File: src/hw/rtl/pqms_pkg.sv
`timescale 1ns / 1ps
`default_nettype none
// ----------------------------------------------------------------------------
// pqms_pkg
// shared types, codes and controller/datapath handshake structs for the
// max-select priority queue
// ----------------------------------------------------------------------------
package pqms_pkg;

   localparam int VALUE_W    = 32;
   localparam int REQ_PRIO_W = 16;
   localparam int STATUS_W   = 2;
   localparam int OCC_W      = 5;

   typedef logic [VALUE_W-1:0]    value_type;
   typedef logic [REQ_PRIO_W-1:0] req_prio_type;
   typedef logic [STATUS_W-1:0]   status_type;
   typedef logic [OCC_W-1:0]      occ_type;

   // request opcodes
   localparam logic OP_ENQUEUE = 1'b0;
   localparam logic OP_DEQUEUE = 1'b1;

   // response status codes
   localparam status_type ST_DONE  = 2'd0;
   localparam status_type ST_EMPTY = 2'd1;
   localparam status_type ST_FULL  = 2'd2;

   // controller to datapath commands
   typedef struct packed {
      logic capture;
      logic decode;
      logic scan;
      logic commit;
      logic load_out;
   } ctrl_cmd_type;

   // datapath to controller status
   typedef struct packed {
      logic scan_needed;
      logic scan_done;
   } ctrl_stat_type;

endpackage
`default_nettype wire

File: src/hw/rtl/pqms_if.sv
`timescale 1ns / 1ps
`default_nettype none
// ----------------------------------------------------------------------------
// pqms_if
// request and response channel interfaces, valid/ready handshake
// ----------------------------------------------------------------------------
interface pqms_req_if import pqms_pkg::*; ();
   logic         valid;
   logic         ready;
   logic         opcode;
   value_type    item_value;
   req_prio_type item_priority;

   modport source (output valid, output opcode, output item_value, output item_priority,
                   input ready);
   modport sink   (input valid, input opcode, input item_value, input item_priority,
                   output ready);
endinterface

interface pqms_rsp_if import pqms_pkg::*; ();
   logic         valid;
   logic         ready;
   status_type   status;
   value_type    removed_value;
   logic         top_valid;
   value_type    top_value;
   req_prio_type top_priority;
   occ_type      occupancy;

   modport source (output valid, output status, output removed_value, output top_valid,
                   output top_value, output top_priority, output occupancy,
                   input ready);
   modport sink   (input valid, input status, input removed_value, input top_valid,
                   input top_value, input top_priority, input occupancy,
                   output ready);
endinterface
`default_nettype wire

File: src/hw/rtl/priority_queue_max_select_core.sv
`timescale 1ns / 1ps
`default_nettype none
// flow: one request at a time; each is captured and decoded, a dequeue of a non-empty
//   queue then runs the scan and commit steps, and the response register is loaded
//   once it is free; no new request is taken until that response is loaded, and the
//   dequeue scan reads the held entries serially through the entry ram read port
// reset: synchronous, active high; empties the queue, entry ram is not cleared
// ----------------------------------------------------------------------------
// priority_queue_max_select_core
// bounded max-priority queue with enqueue/dequeue requests and a status
// response carrying the removed value, the current top entry and the count
// ----------------------------------------------------------------------------
module priority_queue_max_select_core import pqms_pkg::*; #(
   parameter int CAPACITY      = 16,
   parameter int PRIORITY_BITS = 16
) (
   input wire logic  clock,
   input wire logic  reset,
   pqms_req_if.sink  req_ch,
   pqms_rsp_if.source rsp_ch
);

   // command and status bundle between sequencer and datapath
   ctrl_cmd_type  cmd;
   ctrl_stat_type stat;

   // sequencer: one request at a time
   //   idle   -> take a request into the capture registers
   //   decode -> enqueue writes the ram slot at the count and updates the
   //             cached top; refused requests only set status; a real
   //             dequeue reports the cached top as removed and starts a scan
   //   scan   -> read every held entry in order, skip the removed one,
   //             shift later ones down by one and pick the new top
   //   commit -> count minus one, new top cached
   //   finish -> load the response register once it is free
   pqms_ctrl u_ctrl (
      .clock     (clock),
      .reset     (reset),
      .req_valid (req_ch.valid),
      .req_ready (req_ch.ready),
      .rsp_valid (rsp_ch.valid),
      .rsp_ready (rsp_ch.ready),
      .cmd       (cmd),
      .stat      (stat)
   );

   // datapath: entry storage kept in insertion order, top entry cached so
   // that an enqueue needs a single compare and a dequeue knows its victim
   pqms_dp #(
      .CAPACITY      (CAPACITY),
      .PRIORITY_BITS (PRIORITY_BITS)
   ) u_dp (
      .clock             (clock),
      .reset             (reset),
      .cmd               (cmd),
      .stat              (stat),
      .req_opcode        (req_ch.opcode),
      .req_item_value    (req_ch.item_value),
      .req_item_priority (req_ch.item_priority),
      .rsp_status        (rsp_ch.status),
      .rsp_removed_value (rsp_ch.removed_value),
      .rsp_top_valid     (rsp_ch.top_valid),
      .rsp_top_value     (rsp_ch.top_value),
      .rsp_top_priority  (rsp_ch.top_priority),
      .rsp_occupancy     (rsp_ch.occupancy)
   );

endmodule
`default_nettype wire

File: src/hw/rtl/pqms_ram.sv
`timescale 1ns / 1ps
`default_nettype none
// ----------------------------------------------------------------------------
// pqms_ram
// generic simple dual-port ram, one write and one registered read port
// ----------------------------------------------------------------------------
module pqms_ram #(
   parameter int WIDTH = 48,
   parameter int DEPTH = 16
) (
   input  wire logic                     clock,
   input  wire logic                     wr_en,
   input  wire logic [$clog2(DEPTH)-1:0] wr_addr,
   input  wire logic [WIDTH-1:0]         wr_data,
   input  wire logic                     rd_en,
   input  wire logic [$clog2(DEPTH)-1:0] rd_addr,
   output      logic [WIDTH-1:0]         rd_data
);

   logic [WIDTH-1:0] mem [DEPTH];
   logic [WIDTH-1:0] rd_data_ff;

   always_ff @(posedge clock) begin
      if (wr_en) begin
         mem[wr_addr] <= wr_data;
      end
      if (rd_en) begin
         rd_data_ff <= mem[rd_addr];
      end
   end

   assign rd_data = rd_data_ff;

endmodule
`default_nettype wire

File: src/hw/rtl/pqms_ctrl.sv
`timescale 1ns / 1ps
`default_nettype none
// ----------------------------------------------------------------------------
// pqms_ctrl
// request sequencer: capture, decode, scan, commit, response load
// ----------------------------------------------------------------------------
module pqms_ctrl import pqms_pkg::*; (
   input  wire logic          clock,
   input  wire logic          reset,
   input  wire logic          req_valid,
   output      logic          req_ready,
   output      logic          rsp_valid,
   input  wire logic          rsp_ready,
   output      ctrl_cmd_type  cmd,
   input  wire ctrl_stat_type stat
);

   localparam logic [2:0] S_IDLE   = 3'd0;
   localparam logic [2:0] S_DECODE = 3'd1;
   localparam logic [2:0] S_SCAN   = 3'd2;
   localparam logic [2:0] S_COMMIT = 3'd3;
   localparam logic [2:0] S_FINISH = 3'd4;

   logic [2:0] state_ff, state_in;
   logic       rsp_valid_ff, rsp_valid_in;

   always_comb begin
      state_in  = state_ff;
      cmd       = '0;
      req_ready = 1'b0;
      unique case (state_ff)
         S_IDLE: begin
            req_ready   = 1'b1;
            cmd.capture = req_valid;
            if (req_valid) begin
               state_in = S_DECODE;
            end
         end
         S_DECODE: begin
            cmd.decode = 1'b1;
            state_in   = stat.scan_needed ? S_SCAN : S_FINISH;
         end
         S_SCAN: begin
            cmd.scan = 1'b1;
            if (stat.scan_done) begin
               state_in = S_COMMIT;
            end
         end
         S_COMMIT: begin
            cmd.commit = 1'b1;
            state_in   = S_FINISH;
         end
         S_FINISH: begin
            // wait for the response register to be free
            if (!rsp_valid_ff || rsp_ready) begin
               cmd.load_out = 1'b1;
               state_in     = S_IDLE;
            end
         end
         default: begin
            state_in = S_IDLE;
         end
      endcase
   end

   always_comb begin
      rsp_valid_in = rsp_valid_ff;
      if (cmd.load_out) begin
         rsp_valid_in = 1'b1;
      end else if (rsp_ready) begin
         rsp_valid_in = 1'b0;
      end
   end

   always_ff @(posedge clock) begin
      if (reset) begin
         state_ff     <= S_IDLE;
         rsp_valid_ff <= 1'b0;
      end else begin
         state_ff     <= state_in;
         rsp_valid_ff <= rsp_valid_in;
      end
   end

   assign rsp_valid = rsp_valid_ff;

endmodule
`default_nettype wire

File: src/hw/rtl/pqms_dp.sv
`timescale 1ns / 1ps
`default_nettype none
// ----------------------------------------------------------------------------
// pqms_dp
// queue datapath: entry ram, count, cached top entry, compacting scan
// ----------------------------------------------------------------------------
module pqms_dp import pqms_pkg::*; #(
   parameter int CAPACITY      = 16,
   parameter int PRIORITY_BITS = 16
) (
   input  wire logic          clock,
   input  wire logic          reset,
   input  wire ctrl_cmd_type  cmd,
   output      ctrl_stat_type stat,
   input  wire logic          req_opcode,
   input  wire value_type     req_item_value,
   input  wire req_prio_type  req_item_priority,
   output      status_type    rsp_status,
   output      value_type     rsp_removed_value,
   output      logic          rsp_top_valid,
   output      value_type     rsp_top_value,
   output      req_prio_type  rsp_top_priority,
   output      occ_type       rsp_occupancy
);

   localparam int IDX_W   = $clog2(CAPACITY);
   localparam int CNT_W   = $clog2(CAPACITY + 1);
   localparam int ENTRY_W = VALUE_W + PRIORITY_BITS;

   typedef logic [PRIORITY_BITS-1:0] prio_type;
   typedef logic [IDX_W-1:0]         idx_type;
   typedef logic [CNT_W-1:0]         cnt_type;

   // strict precedence: higher priority, then larger signed value
   function automatic logic beats(input prio_type pa, input value_type va,
                                  input prio_type pb, input value_type vb);
      return (pa > pb) || ((pa == pb) && ($signed(va) > $signed(vb)));
   endfunction

   // captured request
   logic      op_ff;
   value_type val_ff;
   prio_type  prio_ff;

   // queue state
   cnt_type   count_ff;
   idx_type   top_idx_ff;
   value_type top_val_ff;
   prio_type  top_prio_ff;

   // scan state
   cnt_type   rd_idx_ff;
   logic      rd_valid_ff;
   idx_type   rd_pos_ff;
   logic      rd_last_ff;
   logic      best_found_ff;
   idx_type   best_idx_ff;
   value_type best_val_ff;
   prio_type  best_prio_ff;

   // step results and response register
   status_type   status_ff;
   value_type    removed_ff;
   status_type   out_status_ff;
   value_type    out_removed_ff;
   logic         out_top_valid_ff;
   value_type    out_top_value_ff;
   req_prio_type out_top_prio_ff;
   occ_type      out_occ_ff;

   logic [31:0] req_prio_wide;
   logic [31:0] top_prio_wide;
   logic [31:0] count_wide;
   logic        full, empty;

   logic                 wr_en, rd_en;
   idx_type              wr_addr;
   logic [ENTRY_W-1:0]   wr_data, rd_data;
   prio_type             d_prio;
   value_type            d_val;
   logic                 issue, skip, shift;
   idx_type              new_pos;

   assign req_prio_wide = {16'b0, req_item_priority};

   always_comb begin
      top_prio_wide                      = '0;
      top_prio_wide[PRIORITY_BITS-1:0]   = top_prio_ff;
      count_wide                         = '0;
      count_wide[CNT_W-1:0]              = count_ff;
   end

   assign full  = (count_ff == cnt_type'(CAPACITY));
   assign empty = (count_ff == '0);

   assign stat.scan_needed = (op_ff == OP_DEQUEUE) && !empty;
   assign stat.scan_done   = cmd.scan && rd_valid_ff && rd_last_ff;

   // scan read side
   assign issue  = cmd.scan && (rd_idx_ff < count_ff);
   assign rd_en  = issue;

   // scan return side
   assign d_prio  = rd_data[ENTRY_W-1:VALUE_W];
   assign d_val   = rd_data[VALUE_W-1:0];
   assign skip    = (rd_pos_ff == top_idx_ff);
   assign shift   = rd_pos_ff > top_idx_ff;
   assign new_pos = shift ? rd_pos_ff - idx_type'(1) : rd_pos_ff;

   always_comb begin
      wr_en   = 1'b0;
      wr_addr = count_ff[IDX_W-1:0];
      wr_data = {prio_ff, val_ff};
      if (cmd.decode && (op_ff == OP_ENQUEUE) && !full) begin
         wr_en = 1'b1;
      end else if (cmd.scan && rd_valid_ff && shift) begin
         // close the gap left by the removed entry
         wr_en   = 1'b1;
         wr_addr = new_pos;
         wr_data = rd_data;
      end
   end

   pqms_ram #(
      .WIDTH (ENTRY_W),
      .DEPTH (CAPACITY)
   ) u_entry_ram (
      .clock   (clock),
      .wr_en   (wr_en),
      .wr_addr (wr_addr),
      .wr_data (wr_data),
      .rd_en   (rd_en),
      .rd_addr (rd_idx_ff[IDX_W-1:0]),
      .rd_data (rd_data)
   );

   // control registers
   always_ff @(posedge clock) begin
      if (reset) begin
         count_ff      <= '0;
         rd_idx_ff     <= '0;
         rd_valid_ff   <= 1'b0;
         best_found_ff <= 1'b0;
      end else begin
         rd_valid_ff <= issue;
         if (cmd.decode) begin
            rd_idx_ff     <= '0;
            best_found_ff <= 1'b0;
            if ((op_ff == OP_ENQUEUE) && !full) begin
               count_ff <= count_ff + cnt_type'(1);
            end
         end
         if (issue) begin
            rd_idx_ff <= rd_idx_ff + cnt_type'(1);
         end
         if (cmd.scan && rd_valid_ff && !skip) begin
            if (!best_found_ff || beats(d_prio, d_val, best_prio_ff, best_val_ff)) begin
               best_found_ff <= 1'b1;
            end
         end
         if (cmd.commit) begin
            count_ff <= count_ff - cnt_type'(1);
         end
      end
   end

   // payload registers
   always_ff @(posedge clock) begin
      if (cmd.capture) begin
         op_ff   <= req_opcode;
         val_ff  <= req_item_value;
         prio_ff <= req_prio_wide[PRIORITY_BITS-1:0];
      end

      if (cmd.decode) begin
         removed_ff <= '0;
         if (op_ff == OP_ENQUEUE) begin
            status_ff <= full ? ST_FULL : ST_DONE;
            if (!full && (empty || beats(prio_ff, val_ff, top_prio_ff, top_val_ff))) begin
               top_idx_ff  <= count_ff[IDX_W-1:0];
               top_val_ff  <= val_ff;
               top_prio_ff <= prio_ff;
            end
         end else begin
            status_ff <= empty ? ST_EMPTY : ST_DONE;
            if (!empty) begin
               removed_ff <= top_val_ff;
            end
         end
      end

      if (issue) begin
         rd_pos_ff  <= rd_idx_ff[IDX_W-1:0];
         rd_last_ff <= (rd_idx_ff == count_ff - cnt_type'(1));
      end

      if (cmd.scan && rd_valid_ff && !skip) begin
         // first of a tie keeps the top spot
         if (!best_found_ff || beats(d_prio, d_val, best_prio_ff, best_val_ff)) begin
            best_idx_ff  <= new_pos;
            best_val_ff  <= d_val;
            best_prio_ff <= d_prio;
         end
      end

      if (cmd.commit) begin
         top_idx_ff  <= best_idx_ff;
         top_val_ff  <= best_val_ff;
         top_prio_ff <= best_prio_ff;
      end

      if (cmd.load_out) begin
         out_status_ff    <= status_ff;
         out_removed_ff   <= removed_ff;
         out_top_valid_ff <= !empty;
         out_top_value_ff <= empty ? '0 : top_val_ff;
         out_top_prio_ff  <= empty ? '0 : top_prio_wide[REQ_PRIO_W-1:0];
         out_occ_ff       <= count_wide[OCC_W-1:0];
      end
   end

   assign rsp_status        = out_status_ff;
   assign rsp_removed_value = out_removed_ff;
   assign rsp_top_valid     = out_top_valid_ff;
   assign rsp_top_value     = out_top_value_ff;
   assign rsp_top_priority  = out_top_prio_ff;
   assign rsp_occupancy     = out_occ_ff;

endmodule
`default_nettype wire
File: src/flat_wrapper.sv
// flat-port wrapper written by rule: the top's interface ports become plain ports
module priority_queue_max_select_core_flat import pqms_pkg::*;
#(
   parameter int CAPACITY      = 16,
   parameter int PRIORITY_BITS = 16
)
  (clock, reset, req_ch_valid, req_ch_opcode, req_ch_item_value, req_ch_item_priority, req_ch_ready, rsp_ch_valid, rsp_ch_status, rsp_ch_removed_value, rsp_ch_top_valid, rsp_ch_top_value, rsp_ch_top_priority, rsp_ch_occupancy, rsp_ch_ready);
  pqms_req_if req_ch_i ();
  pqms_rsp_if rsp_ch_i ();
  input wire logic clock;
  input wire logic reset;
  input wire logic [$bits(req_ch_i.valid)-1:0] req_ch_valid;
  input wire logic [$bits(req_ch_i.opcode)-1:0] req_ch_opcode;
  input wire logic [$bits(req_ch_i.item_value)-1:0] req_ch_item_value;
  input wire logic [$bits(req_ch_i.item_priority)-1:0] req_ch_item_priority;
  output wire logic [$bits(req_ch_i.ready)-1:0] req_ch_ready;
  output wire logic [$bits(rsp_ch_i.valid)-1:0] rsp_ch_valid;
  output wire logic [$bits(rsp_ch_i.status)-1:0] rsp_ch_status;
  output wire logic [$bits(rsp_ch_i.removed_value)-1:0] rsp_ch_removed_value;
  output wire logic [$bits(rsp_ch_i.top_valid)-1:0] rsp_ch_top_valid;
  output wire logic [$bits(rsp_ch_i.top_value)-1:0] rsp_ch_top_value;
  output wire logic [$bits(rsp_ch_i.top_priority)-1:0] rsp_ch_top_priority;
  output wire logic [$bits(rsp_ch_i.occupancy)-1:0] rsp_ch_occupancy;
  input wire logic [$bits(rsp_ch_i.ready)-1:0] rsp_ch_ready;
  assign req_ch_i.valid = req_ch_valid;
  assign req_ch_i.opcode = req_ch_opcode;
  assign req_ch_i.item_value = req_ch_item_value;
  assign req_ch_i.item_priority = req_ch_item_priority;
  assign req_ch_ready = req_ch_i.ready;
  assign rsp_ch_valid = rsp_ch_i.valid;
  assign rsp_ch_status = rsp_ch_i.status;
  assign rsp_ch_removed_value = rsp_ch_i.removed_value;
  assign rsp_ch_top_valid = rsp_ch_i.top_valid;
  assign rsp_ch_top_value = rsp_ch_i.top_value;
  assign rsp_ch_top_priority = rsp_ch_i.top_priority;
  assign rsp_ch_occupancy = rsp_ch_i.occupancy;
  assign rsp_ch_i.ready = rsp_ch_ready;
  priority_queue_max_select_core #(.CAPACITY(CAPACITY), .PRIORITY_BITS(PRIORITY_BITS)) u_core (.clock(clock), .reset(reset), .req_ch(req_ch_i), .rsp_ch(rsp_ch_i));
endmodule
File: config.mk
export PLATFORM = sky130hd
export DESIGN_NAME = priority_queue_max_select_core_flat
export DESIGN_NICKNAME = d
export VERILOG_FILES = /design/src/hw/rtl/pqms_pkg.sv /design/src/hw/rtl/pqms_if.sv /design/src/hw/rtl/priority_queue_max_select_core.sv /design/src/hw/rtl/pqms_ram.sv /design/src/hw/rtl/pqms_ctrl.sv /design/src/hw/rtl/pqms_dp.sv /design/src/flat_wrapper.sv
export SDC_FILE = /design/constraint.sdc
export NUM_CORES = 1
export LEC_CHECK = 0
export BUFFER_PORTS_ARGS = -buffer_cell sky130_fd_sc_hd__buf_2
export CAP_MARGIN = 20
export CORE_ASPECT_RATIO = 0.5
export CORE_UTILIZATION = 50
export DETAILED_ROUTE_END_ITERATION = 6
export PLACE_DENSITY = 0.66
export SYNTH_ARGS = -nofsm -noshare
export SYNTH_HDL_FRONTEND = slang
export SYNTH_SLANG_ARGS = --single-unit
File: constraint.sdc
create_clock -name clock -period 11.3 [get_ports clock]
set_input_delay 1.13 -clock clock [delete_from_list [all_inputs] [get_ports clock]]
set_output_delay 1.13 -clock clock [all_outputs]
set_load 0.05 [all_outputs]
==> results of run 1 <==
[sequential cells by signal, indices dropped and copies added, names as in the netlist, 2 cells and up]
| name | flops |
|---|---|
| u_core.u_dp.status_ff | 2 |
| u_core.u_dp.rsp_top_value | 32 |
| u_core.u_dp.removed_ff | 32 |
| u_core.u_dp.top_idx_ff | 4 |
| u_core.u_dp.u_entry_ram.rd_data | 48 |
| u_core.u_dp.rsp_occupancy | 5 |
| u_core.u_dp.top_prio_ff | 16 |
| u_core.u_dp.u_entry_ram.mem | 768 |
| u_core.u_dp.rsp_status | 2 |
| u_core.u_dp.best_prio_ff | 16 |
| u_core.u_dp.rsp_top_priority | 16 |
| u_core.u_dp.rd_idx_ff | 5 |
| u_core.u_dp.val_ff | 32 |
| u_core.u_dp.rsp_removed_value | 32 |
| u_core.u_dp.best_val_ff | 32 |
| u_core.u_dp.prio_ff | 16 |
| u_core.u_dp.top_val_ff | 32 |
| u_core.u_dp.rd_pos_ff | 4 |
| u_core.u_dp.count_ff | 5 |
| u_core.u_dp.best_idx_ff | 4 |
| u_core.u_ctrl.state_ff | 3 |
[logic make-up (layout without fill, tap and decap cells)]
| group | after synthesis | after routing | synth area share |
|---|---|---|---|
| flops | 1112 | 1112 | 0.740 |
| mux | 299 | 299 | 0.148 |
| simple gates | 288 | 288 | 0.0289 |
| buf+inv | 201 | 463 | 0.0284 |
| compound gates | 156 | 156 | 0.0214 |
| fa+ha+maj | 109 | 109 | 0.0304 |
| xor+xnor | 18 | 18 | 0.00351 |
[synthesized netlist by cell type (22+ instances only)]
| cell type | count | share of area |
|---|---|---|
| nand2_1 | 84 | 0.0070 |
| edfxtp_1 | 1096 | 0.73 |
| inv_1 | 113 | 0.0094 |
| nor2_1 | 115 | 0.0096 |
| a21oi_1 | 35 | 0.0039 |
| mux4_2 | 86 | 0.043 |
| o21ai_0 | 61 | 0.0068 |
| nand4_1 | 22 | 0.0031 |
| mux2_2 | 54 | 0.014 |
| mux4_1 | 154 | 0.090 |
| buf_6 | 25 | 0.0063 |
| clkbuf_8 | 26 | 0.0080 |
| ha_1 | 109 | 0.030 |
[area by class of cell]
type	count	area, µm²	area share
Sequential cell	1112	33200	0.668
Clock buffer	117	2500	0.0503
Tap cell	1185	1480	0.0298
Clock inverter	55	524	0.0105
Timing Repair Buffer	178	1020	0.0206
Inverter	113	424	0.00852
Multi-Input combinational cell	870	10600	0.213
[critical path, delay by kind of cell (launching register included)]
kind | cells | cell delay, ns
buf+inv | 3 | 1.30
flops | 1 | 0.44
simple gates | 4 | 1.67
compound gates | 1 | 0.39
[worst max path at each step]
stage	cells past startpoint	slack (ns)	endpoint	from
2_1_floorplan	6	3.66	u_core.u_dp.best_idx_ff[0]	u_core.u_dp.u_entry_ram.rd_data[17]
3_3_place_gp	10	6.70	u_core.u_dp.top_val_ff[21]	u_core.u_dp.count_ff[1]
3_5_place_dp	10	6.75	u_core.u_dp.top_val_ff[23]	u_core.u_dp.count_ff[1]
4_1_cts	10	6.70	u_core.u_dp.top_val_ff[23]	u_core.u_dp.count_ff[1]
5_1_grt	8	6.79	u_core.u_dp.u_entry_ram.mem[6][37]	u_core.u_ctrl.state_ff[0]
6_report	8	7.06	u_core.u_dp.u_entry_ram.mem[6][37]	u_core.u_ctrl.state_ff[0]
[metal layers]
metal / wire length (µm) / share of wire / GRT usage / vias up
li1: - / - / - / 9326
met1: 43900 / 0.45 / 0.319 / 11100
met2: 46500 / 0.47 / 0.339 / 678
met3: 5900 / 0.060 / 0.0391 / 122
met4: 2010 / 0.020 / 0.0589 / 2
met5: 11 / 0.00011 / 0 / -
[layout by cell type, fill, tap and decap left out, types with 7 or more instances in the layout]
cell       netlist  layout
edfxtp_1      1096    1096
mux4_1         154     154
buf_2           10     143
inv_1          113     111
ha_1           109     109
nor2_1         115      97
clkbuf_16        0      97
mux4_2          86      86
nand2_1         84      83
o21ai_0         61      61
mux2_2          54      54
a21oi_1         35      35
buf_4            0      32
nand4_1         22      22
clkinv_2         0      22
clkbuf_1        21      20
nor2_4           0      18
nand3_1         18      18
xnor2_1         14      14
clkinv_1         0      13
dfxtp_1         16      12
nor3_1          11      11
a21o_1          11      11
nor2b_1          9       9
o21a_1           9       8
a31oi_1          8       8
bufinv_16        0       7
[power groups by stage]
stage          sequential (mW)  clock, mW  combinational, mW
6_report                  4.62       3.23              0.258
3_3_place_gp              4.71          0              0.252
4_1_cts                   4.62       3.29              0.260
3_5_place_dp              4.71          0              0.259
2_1_floorplan             4.73          0              0.133
5_1_grt                   4.62       3.44              0.282
[stage by stage]
step | util | power [mW]
floorplan | - | 4.86
global placement | 0.527 | 4.96
finish | 0.562 | 8.11
CTS | 0.561 | 8.17
detailed placement | 0.527 | 4.97
global route | 0.562 | 8.34
==> metrics, run 1 <==
area growth from synthesis to layout=10.8%; largest net degree at the start of global routing=between 100 and 150; fillers=around 6600; Initial Util=0.507; CTS Root Cell=clkbuf_16; Skew-Pair Late Insertion Delay=around 0.7 ns; status=finished clean; hold_ws=about 0.42 ns; Gate power share=0.032; Slew @ Worst Pin=1.08 ns; Mapped Nets=between 2000 and 2500; CTS tree=yes; # rows=77; Final Skew=around 0.032 ns; pwr dens=163 mW/mm²; GRT Total Usage=0.218; Yosys warnings=0; post_cts resized=0; antenna cells=0; die height=around 210 µm; sequential fraction of design power=0.570; Register-to-Register Setup Slack=~7.1 ns; Syn Area/Cell=20.6 µm²; Int Power=about 6.4 mW; Critical Path Fanout Max=39; Clock Pin Slew Worst Setup and Hold Paths=approximately 0.070 ns; Post CTS Setup Buffer Count=0; wire per inst=~27 µm; EDFF count, synth=approximately 1100; initial antenna violation count=1; Hold Vio Cnt, Final=0; Seq/Total Area, Yosys=0.740; share of layout cells above drive strength 1=0.202; fin area=0.0498 mm²; Critical R2R Launch=u_core.u_ctrl.state_ff[0]; post-layout net count=about 2500; Mapped Area=around 0.045 mm²; RSZ-0062 raised after global routing=no; H-tree lvl count=3; Data arrival, critical path=approximately 4.6 ns; post-synthesis cell type count=63; RR Endpoint=u_core.u_dp.u_entry_ram.mem[6][37]; via count=around 21000; Critical-path top delay cell=buf_4; sw frac=0.209; WHS Path Cells=0; die area=0.0911 mm²; Placed Cells=~3500; Worst R2R Path Depth=8; Hold/Removal Path Class=flop to flop; min cycle time layout=~4.2 ns; post-synthesis cell count=approximately 2200; clock group share of total power=0.399; Finished Layout Cells=3630; DRT Wirelength=roughly 98000 µm; Placer Congestion=between 0.8 and 0.9; PortBufs=142; Via-to-Cell Ratio=5.86; Max clock buf depth=3; type of origin of the critical path=flop; worst hold start=u_core.u_dp.removed_ff[22]; VDD IR max=roughly 0.12 mV; worst setup margin=about 7 ns; first-pass GRT wire length=roughly 140000 µm; max-cap violation count=0; Post-DRT Antenna Nets=0; fin. max-slew vios=0; Fmax=approximately 240 MHz; Largest stage delay, worst path=around 0.73 ns; ys flop type=edfxtp_1; DP Area=0.0467 mm²; Final Cycle Share=0.375; hold endpoint=u_core.u_dp.rsp_removed_value[22]; synthesized flop and latch total=approximately 1100; vias in the first global route=between 20000 and 25000; first-pass iteration count of the detailed router=6; Switching Power=~1.7 mW; clk sinks=around 1100; Ports=about 140; Core Area=just under 0.09 mm²; Die Span X=about 430 µm; worst path required time=11.60 ns; Hold-fix buffers, CTS=0; total grt overflow=0; Post-DP HPWL=between 50000 and 60000 µm; asr flop ratio synth=0; Relative slew margins=0.281; static leakage power=16.6 nW; Setup-failing EPs final=0; cts bufs inserted=95; DRC violations left=0; crit end category=flop; Setup TNS=0 ns; Crit Path Class=flop to flop; most frequent cell on the critical path=buf_4; Setup WS pre-CTS=approximately 6.7 ns; CP Cell Sequence=nor2b_1 > nand2b_1 > inv_2 > buf_4 > nand3_1 > o32a_1 > nor2_4 > buf_4; starting DRC count in detailed routing=roughly 2100
Power figures use the tool's default switching activity.
==> inputs of run 2 (changes only) <==
--- a/config.mk
+++ b/config.mk
@@ -5,12 +5,13 @@
 export SDC_FILE = /design/constraint.sdc
 export NUM_CORES = 1
 export LEC_CHECK = 0
+export ABC_AREA = 1
 export BUFFER_PORTS_ARGS = -buffer_cell sky130_fd_sc_hd__buf_2
 export CAP_MARGIN = 20
 export CORE_ASPECT_RATIO = 0.5
 export CORE_UTILIZATION = 50
 export DETAILED_ROUTE_END_ITERATION = 6
-export PLACE_DENSITY = 0.66
+export PLACE_DENSITY = 0.69
 export SYNTH_ARGS = -nofsm -noshare
 export SYNTH_HDL_FRONTEND = slang
 export SYNTH_SLANG_ARGS = --single-unit
==> constraint.sdc (replaced) <==
create_clock -name clock -period 3.58 [get_ports clock]
set_input_delay 0.358 -clock clock [delete_from_list [all_inputs] [get_ports clock]]
set_output_delay 0.358 -clock clock [all_outputs]
set_load 0.05 [all_outputs]
==> run 2 against run 1 <==
- final area rose by 3.1%
- combinational power rose to 4.4 times the previous value
- non-clock buffer count rose by 85
- hold slack got worse by 0.38 ns
- highest routed layer unchanged
==> metrics, run 2 <==
status=finished clean; sw frac=0.214; cts bufs inserted=97; Mapped Nets=approximately 3400; Post-DRT Antenna Nets=0; commonest non-fill, non-tap cells in the layout=edfxtp_1 (1096), nand2_1 (418), nor2_1 (367); die area=about 0.09 mm²; max-cap violation count=0; Initial Util=0.508; post-synthesis cell count=3248; EDFF count, synth=approximately 1100; DRC violations left=0; Buf+Inv Stages, Crit Path=1; Die Span X=around 430 µm; Data arrival, critical path=~3.7 ns; Relative slew margins=0.435; Post-DP HPWL=roughly 69000 µm; die height=about 210 µm; Slew @ Worst Pin=between 0.8 and 0.9 ns; Syn Area/Cell=13.9 µm²; type of origin of the critical path=flop; H-tree lvl count=3; vias in the first global route=between 20000 and 30000; # rows=77; top cells by area, synth=edfxtp_1 (73%), nand2_1 (3.5%), mux2i_1 (3.2%); static leakage power=17.8 nW; fin area=0.0513 mm²; most common cell in the netlist=edfxtp_1; largest net degree at the start of global routing=approximately 150; PortBufs=around 140; Placed Cells=about 4500; Final Cycle Share=0.932; worst hold start=reset; Design Power=around 27 mW; RSZ-0062 raised after global routing=no; Switching Power=approximately 5.7 mW; largest reg by FF count=u_core.u_dp.u_entry_ram.mem; worst path required time=3.93 ns; crit end category=flop; sequential fraction of design power=0.553; pwr dens=~520 mW/mm²; synthesized flop and latch total=between 1000 and 1500; ys flop type=edfxtp_1; asr flop ratio synth=0; Largest stage delay, worst path=between 0.4 and 0.5 ns; hold endpoint=u_core.u_ctrl.rsp_valid; Hold/Removal Path Class=input port to flop; Clock Pin Slew Worst Setup and Hold Paths=around 0.06 ns; CP Cell Sequence=ha_1 > nand2_1 > o21bai_1 > nand2_1 > o21ai_1 > o21ai_1 > o21ai_2 > nand3_1 > nor2_4 > buf_12; Critical-path top delay cell=edfxtp_1; Core Area=between 0.08 and 0.09 mm²; Mapped Area=0.0452 mm²; Worst R2R Path Depth=10; Gate power share=0.043; Final Skew=~0.023 ns; fin. max-slew vios=0; Yosys top cell by area=edfxtp_1; Post CTS Setup Buffer Count=0; fillers=~6800; post-synthesis cell type count=41; clk sinks=around 1100; Skew-Pair Late Insertion Delay=just under 0.7 ns; via count=27500; RR Endpoint=u_core.u_dp.u_entry_ram.mem[9][20]; Setup-failing EPs final=0; share of layout cells above drive strength 1=0.118; GRT Total Usage=0.242; initial antenna violation count=3; Placer Congestion=0.890; area growth from synthesis to layout=13.7%; Hold Vio Cnt, Final=0; Seq/Total Area, Yosys=0.736; wire per inst=between 20 and 25 µm; WHS Path Cells=2; Ports=roughly 140; Critical R2R Launch=u_core.u_dp.rd_pos_ff[2]; Critical Path Fanout Max=43; starting DRC count in detailed routing=roughly 3300; Crit Path Class=flop to flop; hold_ws=about 0.035 ns; Fmax=between 200 and 300 MHz; Yosys warnings=0; first-pass iteration count of the detailed router=5; min cycle time layout=~3.3 ns; post-layout net count=around 3600; Synth top area share=0.729; CTS Root Cell=clkbuf_16; total grt overflow=0; cell family with most CP delay=simple AND/OR/NAND/NOR gates; Finished Layout Cells=around 4700; first-pass GRT wire length=approximately 170000 µm; Max clock buf depth=3; DRT Wirelength=111000 µm; DP Area=~0.048 mm²; CTS tree=yes; number of flip-flops in the largest register=between 700 and 800; clock group share of total power=0.404; Via-to-Cell Ratio=5.84; commonest non-fill, non-tap cell in the layout=edfxtp_1; Register-to-Register Setup Slack=roughly 0.24 ns; Int Power=20.9 mW; VDD IR max=between 0.3 and 0.4 mV; post-layout util=0.577; Synth top cells by count=edfxtp_1 (1096), nand2_1 (419), nor2_1 (385)
==> run 2: cell types whose count changed after synthesis, moves of 42 or more <==
| cell | previous run | this run |
|---|---|---|
| inv_1 | 113 | 198 |
| o221ai_1 | 0 | 145 |
| mux4_1 | 154 | 0 |
| nor2_1 | 115 | 385 |
| mux4_2 | 86 | 0 |
| nand3_1 | 18 | 74 |
| nand2_1 | 84 | 419 |
| o32ai_1 | 0 | 47 |
| mux2_2 | 54 | 0 |
| o211ai_1 | 5 | 47 |
| o21ai_0 | 61 | 260 |
| clkbuf_1 | 21 | 100 |
| mux2i_1 | 4 | 145 |
==> run 2: area by class of cell <==
cell class / count / area, µm² / area share
antenna: 2 / 5.00 / 0.0000975
clock buffer: 114 / 2560 / 0.0500
clock inverter: 66 / 672 / 0.0131
inverter: 206 / 778 / 0.0152
multi-input combinational: 1754 / 10500 / 0.205
sequential: 1112 / 33200 / 0.648
tap: 1185 / 1480 / 0.0289
timing repair buffer: 263 / 2080 / 0.0405
==> run 2: how the worst max path moves through the flow <==
stage	slack (ns)	start	cells past startpoint	endpoint
detailed placement	0.35	u_core.u_dp.rd_pos_ff[2]	10	u_core.u_dp.u_entry_ram.mem[9][8]
finish	0.24	u_core.u_dp.rd_pos_ff[2]	10	u_core.u_dp.u_entry_ram.mem[9][20]
floorplan	-0.56	u_core.u_dp.rd_pos_ff[3]	11	u_core.u_dp.u_entry_ram.mem[1][0]
CTS	0.28	u_core.u_dp.rd_pos_ff[2]	10	u_core.u_dp.u_entry_ram.mem[9][2]
global route	0.007	u_core.u_dp.rd_pos_ff[2]	10	u_core.u_dp.u_entry_ram.mem[9][1]
global placement	0.34	u_core.u_dp.rd_pos_ff[1]	11	u_core.u_dp.u_entry_ram.mem[9][12]
==> run 2: power groups by stage <==
stage                     sequential [mW]  clock (mW)  combinational, mW
after detailed placement             15.0           0               1.08
after global placement               15.0           0               1.04
after floorplan                      15.0           0              0.563
after global routing                 14.7        11.3               1.24
after CTS                            14.7        10.8               1.12
final                                14.7        10.7               1.13
==> run 2: repair_timing <==
| action | 4_1_cts | 5_1_grt |
|---|---|---|
| gates resized for setup | 0 | 0 |
| hold buffers | 50 | 0 |
| hold endpoints to repair | 50 | 0 |
==> run 2: metrics by stage <==
step	TNS (ns)	setup slack, ns
2_1_floorplan	-288.91	-0.560
3_3_place_gp	0	0.339
3_5_place_dp	0	0.347
4_1_cts	0	0.276
5_1_grt	0	0.00700
6_report	0	0.242
==> run 2: worst register-to-register path, stage by stage (launching register included) <==
cell,delay [ns]
edfxtp_1,0.45
ha_1,0.31
nand2_1,0.12
o21bai_1,0.14
nand2_1,0.10
o21ai_1,0.27
o21ai_1,0.16
o21ai_2,0.33
nand3_1,0.40
nor2_4,0.34
buf_12,0.34
==> run 2: per-layer routing <==
layer  up-vias  track usage  wire [µm]
met5         -            0         26
met4         2       0.0555       2210
met3       165       0.0687      12700
met2      1270        0.345      47600
met1     13700        0.366      48700
li1      12400            -          -
==> run 2: cells by family after synthesis <==
| family | after synthesis | synth area share |
|---|---|---|
| AOI/OAI and AO/OA | 581 | 0.0842 |
| and+or+nand+nor | 905 | 0.0791 |
| buffers and inverters | 382 | 0.0358 |
| adders and majority gates | 109 | 0.0302 |
| DFF | 1112 | 0.736 |
| muxes | 145 | 0.0321 |
| xor gates and xnor gates | 14 | 0.00272 |
